File: config.mk
export PLATFORM = sky130hd
export DESIGN_NAME = hsvm_frac_div
export DESIGN_NICKNAME = d
export VERILOG_FILES = /design/src/rtl/core/hsvm_pkg.sv /design/src/rtl/core/hsvm_frac_div.sv
export SDC_FILE = /design/constraint.sdc
export NUM_CORES = 2
export LEC_CHECK = 0
export ABC_CLOCK_PERIOD_IN_PS = 6800
export BUFFER_PORTS_ARGS = -buffer_cell sky130_fd_sc_hd__buf_2
export CELL_PAD_IN_SITES_DETAIL_PLACEMENT = 1
export CELL_PAD_IN_SITES_GLOBAL_PLACEMENT = 1
export CORE_UTILIZATION = 53
export DETAILED_ROUTE_END_ITERATION = 10
export HOLD_SLACK_MARGIN = 0.02
export PLACE_DENSITY = 0.9
export SYNTH_ARGS = -nofsm -noshare
export SYNTH_HDL_FRONTEND = slang
export SYNTH_SLANG_ARGS = --single-unit
File: constraint.sdc
create_clock -name clk -period 6.8 [get_ports clk]
set_clock_uncertainty 0.2 [all_clocks]
set_input_delay 1.36 -clock clk [delete_from_list [all_inputs] [get_ports clk]]
set_output_delay 1.36 -clock clk [all_outputs]
set_load 0.005 [all_outputs]
File: src/rtl/core/hsvm_pkg.sv
// ----------------------------------------------------------------------------
// hsvm_pkg
// types, constants and a restoring divide step for the modulator
// ----------------------------------------------------------------------------
package hsvm_pkg;

	localparam int SAMPLE_WIDTH_DEF = 32;
	localparam int FRAC_BITS = 16;
	localparam int DIV_STAGES = 16;

	localparam logic [2:0] REG_ENABLE = 3'd0;
	localparam logic [2:0] REG_MIN    = 3'd1;
	localparam logic [2:0] REG_MAX    = 3'd2;

	typedef struct packed {
		logic [7:0]  red_in;
		logic [7:0]  green_in;
		logic [7:0]  blue_in;
		logic [7:0]  alpha_in;
		logic signed [31:0] secondary_value;
		logic        secondary_invalid;
		logic        last_pixel;
	} pix_in_t;

	typedef struct packed {
		logic [7:0] red_out;
		logic [7:0] green_out;
		logic [7:0] blue_out;
		logic [7:0] alpha_out;
		logic       last_out;
	} pix_out_t;

	// pixel side data carried alongside the fraction divider
	typedef struct packed {
		logic [7:0] r;
		logic [7:0] g;
		logic [7:0] b;
		logic [7:0] a;
		logic       last;
		logic       bypass;
		logic       black;
	} side_t;

	// pipeline control flowing between the modules
	typedef struct packed {
		logic valid;
		logic advance;
	} pipe_ctl_t;

	// one restoring step of floor(num*65536/den) on 65-bit remainders
	function automatic logic [64:0] div_step(input logic [64:0] rem, input logic [63:0] den,
		output logic bit_o);
		logic [65:0] sh;
		sh = {rem, 1'b0};
		if (sh >= {2'b00, den}) begin
			bit_o = 1'b1;
			div_step = 65'(sh - {2'b00, den});
		end else begin
			bit_o = 1'b0;
			div_step = sh[64:0];
		end
	endfunction

endpackage

File: src/rtl/core/hsvm_frac_div.sv
// ----------------------------------------------------------------------------
// hsvm_frac_div
// pipelined radix-2 divider giving v = 1 - (value-min)/(max-min) in Q1.16
// ----------------------------------------------------------------------------
module hsvm_frac_div
	import hsvm_pkg::*;
#(
	parameter int SAMPLE_WIDTH = SAMPLE_WIDTH_DEF
) (
	input  logic                    clk,
	input  logic                    arst_n,
	input  logic                    advance,
	input  logic                    valid_in,
	input  side_t                   side_in,
	input  logic [SAMPLE_WIDTH:0]   diff_in,
	input  logic [SAMPLE_WIDTH:0]   range_in,
	output logic                    valid_out,
	output side_t                   side_out,
	output logic [16:0]             v_out
);

	localparam int W = SAMPLE_WIDTH + 1;

	logic         vld_s1 [DIV_STAGES];
	side_t        side_s1 [DIV_STAGES];
	logic [W:0]   rem_s1 [DIV_STAGES];
	logic [W-1:0] den_s1 [DIV_STAGES];
	logic [15:0]  q_s1 [DIV_STAGES];

	for (genvar k = 0; k < DIV_STAGES; k++) begin : g_stage
		logic [W:0]   rem_prev;
		logic [W-1:0] den_prev;
		logic [15:0]  q_prev;
		logic [W+1:0] sh;
		logic         bt;
		logic [W:0]   rem_nx;
		if (k == 0) begin : g_first
			assign rem_prev = {1'b0, diff_in};
			assign den_prev = range_in;
			assign q_prev   = '0;
		end else begin : g_rest
			assign rem_prev = rem_s1[k-1];
			assign den_prev = den_s1[k-1];
			assign q_prev   = q_s1[k-1];
		end
		always_comb begin
			sh = {rem_prev, 1'b0};
			bt = (sh >= {2'b00, den_prev});
			rem_nx = bt ? (W+1)'(sh - {2'b00, den_prev}) : sh[W:0];
		end
		always_ff @(posedge clk or negedge arst_n) begin
			if (!arst_n) begin
				vld_s1[k] <= 1'b0;
			end else if (advance) begin
				vld_s1[k] <= (k == 0) ? valid_in : vld_s1[k-1 < 0 ? 0 : k-1];
			end
		end
		always_ff @(posedge clk) begin
			if (advance) begin
				side_s1[k] <= (k == 0) ? side_in : side_s1[k-1 < 0 ? 0 : k-1];
				rem_s1[k]  <= rem_nx;
				den_s1[k]  <= den_prev;
				q_s1[k]    <= {q_prev[14:0], bt};
			end
		end
	end

	assign valid_out = vld_s1[DIV_STAGES-1];
	assign side_out  = side_s1[DIV_STAGES-1];
	assign v_out     = 17'h10000 - {1'b0, q_s1[DIV_STAGES-1]};

endmodule

==> results.md <==
* Largest net degree at the start of global routing at about 160
* Clk pin slew, worst setup/hold paths at about 0.060 ns
* Die ar. at 163000 µm²
* # fillers at around 16000
* Reg2reg end: rem_s1[1][100]$_DFFE_PP_
* CP required at ~7.2 ns
* HPWL after DPL at 163000 µm
* Yosys top cell area share at 0.596
* Power share of the clock group at 0.223
* R2r setup slk at ~1.6 ns
* Core Rows at ~150
* Vias at between 50000 and 60000
* Tmin final at around 5.2 ns
* Hold Buf Count CTS at 0
* Worst reg2reg path startpoint: rem_s1[1][61]$_DFFE_PP_
* Slew headroom at 0.0540
* Max-cap viol count at 0
* Net Switching at approximately 0.017 W
* Area contributors post-synth: edfxtp_1 (60%), ha_1 (7.7%), a21oi_1 (3.4%)
* Clock Latency Late Sink at 0.86 ns
* Hold Path Class: reg2reg
* Total gr overflow at 0
* Max VDD drop at between 0.0003 and 0.0004 V
* Mapped Cells at 6978
* Net count after synthesis at roughly 7600
* RSZ-0062 raised after global routing: false
* Worst-path fanout max at 31
* Die H at approximately 400 µm
* Top Ports at 158
* Switching Fraction at 0.379
* Total clock sinks at between 1500 and 2000
* Worst-case clock buffer depth at 3
* Detailed Route WL at around 230000 µm
* Initial antenna violation count at 1
* Crit share post-route at 0.764
* DR WL/cell at 23.7 µm
* GRT Overall Usage at 0.276
* Routed Antenna Nets at 0
* Setup TNS at 0 ns
* Final hold slack at approximately 0.20 ns
* Internal power at roughly 0.028 W
* Synth Warn # at 0
* DRT iter0 DRCs at roughly 3500
* Unique cell type count in the Yosys netlist at between 90 and 100
* Post-synth EDFFs at between 1500 and 2000
* Area taken by flip-flops and latches at slightly above 50000 µm²
* Run status: finished clean
* R2R cell count at 11
* Most frequent cells in the layout: edfxtp_1 (1701), inv_1 (677), a21oi_1 (582)
* Crit path to: rem_s1[1][100]$_DFFE_PP_
* Chip Width at around 400 µm
* Area leader, netlist: edfxtp_1
* Leakage at around 38 nW
* Layout cell share with drive strength beyond 1 at 0.0892
* Flop pwr share at 0.368
* Cell Pwr Density at ~470 nW/µm²
* Total power at about 0.044 W
* GPL Wtd Cong at roughly 1
* Crit start category: register
* CTS tree: done
* Highest clock rate at 0.192 GHz
* Async S/R FF share, synth at 0.00932
* Total Nets Final at approximately 8000
* Synthesis-stage register bit count at ~1700
* Final WS setup at about 1.6 ns
* Initial Util at 0.534
* DRC at 0
* Synth Area per Inst at between 10 and 15 µm²
* Post-Place Setup Slack at approximately 1.3 ns
* Crit path launch: rem_s1[1][61]$_DFFE_PP_
* Final hold vios at 0
* IO Port Bufs at approximately 160
* Commonest non-fill, non-tap cell in the layout: edfxtp_1
* Vias in the first global route at 61500
* CP Capture Type: register
* Core area at between 150000 and 200000 µm²
* Syn Std Cell Area at approximately 86000 µm²
* Area Overhead vs Synth at 10.9%
* Least-Margin Pin Slew at about 1.4 ns
* Post-CTS Setup Bufs at 0
* Post-CTS Resized at 0
* Clock Tree Root: clkbuf_16
* Detailed-router iteration count before antenna repair at 6
* Final Max Tran Viols at 0
* WP data arrival at roughly 5.6 ns
* Commonest register cell after synthesis: edfxtp_1
* Setup Viol. Count Final at 0
* First-pass GRT wire length at around 350000 µm
* H-tree Lvls at 4
* Area taken by multi-input logic gates at 31100 µm²
* Combinational share of power at 0.409
* Vias per cell at 5.91
* CTS buffer count at between 150 and 200
* Seq/Total Area, Yosys at 0.601
* WS Path Type: reg2reg
==> synthesized netlist by cell type, types with 30 or more instances <==
library cell	number
a211oi_1	34
a21o_1	313
a21oi_1	583
a31oi_1	47
and2_1	30
and3_1	43
buf_2	32
clkbuf_1	117
edfxtp_1	1701
ha_1	528
inv_1	677
mux2_1	38
mux2_2	117
nand2_1	460
nand2b_1	67
nand3_1	98
nand4_1	95
nor2_1	402
nor2b_1	54
nor3_1	81
o21a_1	56
o21ai_0	385
o21bai_1	81
o31ai_1	43
xnor2_1	274
xor2_1	168
==> metal layers <==
layer,wire (µm),up-vias,share of wire,GRT usage
met1,78900,27800,0.35,0.273
met2,122000,1533,0.54,0.526
li1,-,26200,-,-
met5,0,-,0,0
met4,17400,0,0.077,0.200
met3,7350,689,0.033,0.0351
==> power groups by stage <==
stage,Combinational [W],Sequential [W],Clock (W)
CTS,0.0180,0.0163,0.0101
finish,0.0182,0.0163,0.00989
global route,0.0197,0.0165,0.0104
detailed placement,0.0175,0.0165,0
global placement,0.0165,0.0163,0
floorplan,0.0127,0.0157,0
==> per-stage QoR <==
step / cells / cell area (µm²) / util
floorplan: 6978 / 85700 / -
global placement: 9189 / 89200 / 0.555
detailed placement: 9189 / 89200 / 0.555
CTS: 9512 / 95100 / 0.592
global route: 9512 / 95100 / 0.592
finish: 9513 / 95100 / 0.592
==> worst min path at each step <==
| stage | from | cells past startpoint | to |
|---|---|---|---|
| 2_1_floorplan | q_s1[0][0]$_DFFE_PP_ | 0 | q_s1[0][17]$_DFFE_PP_ |
| 3_3_place_gp | side_s1[7][33]$_DFFE_PP_ | 0 | side_s1[8][33]$_DFFE_PP_ |
| 6_report | side_s1[11][4]$_DFFE_PP_ | 0 | side_s1[12][4]$_DFFE_PP_ |
| 5_1_grt | arst_n | 1 | vld_s1[4]$_DFFE_PN0P_ |
| 3_5_place_dp | q_s1[2][3]$_DFFE_PP_ | 0 | q_s1[2][20]$_DFFE_PP_ |
| 4_1_cts | arst_n | 1 | vld_s1[15]$_DFFE_PN0P_ |
==> logic make-up (layout without fill, tap and decap cells) <==
group           Yosys count  in the layout  synth area share
compound gates         1803           1803             0.133
xor+xnor                442            442            0.0452
fa+ha+maj               543            543            0.0806
buf+inv                 842           1216            0.0380
flops                  1717           1717             0.601
mux                     168            168            0.0219
other cells               0              1                 0
simple gates           1463           1463            0.0809
==> sequential cells by signal, indices dropped and copies added (netlist names) <==
name and flops:
vld_s1 15, den_s1 495, rem_s1 510, side_s1 560
valid_out 1, q_s1 136
==> critical path: stages, from the launching register on <==
cell and delay, ns:
edfxtp_1 0.46, ha_1 0.51, nand2_1 0.15, nor2_1 0.32, nand2_1 0.11, nor4_1 1.04
nand3_1 0.53, nand3_1 0.25, a21oi_1 0.07, nand2_2 0.57, buf_4 0.35, mux2_2 0.38
==> cell type report <==
type	instances	share of cell area
Clock buffer	215	0.0488
Timing Repair Buffer	216	0.0145
Clock inverter	108	0.0131
Sequential cell	1717	0.542
Multi-Input combinational cell	4419	0.327
Tap cell	2160	0.0284
Inverter	677	0.0267
Antenna cell	1	0.0000263
Note: power is estimated with default switching activity, not from simulation.
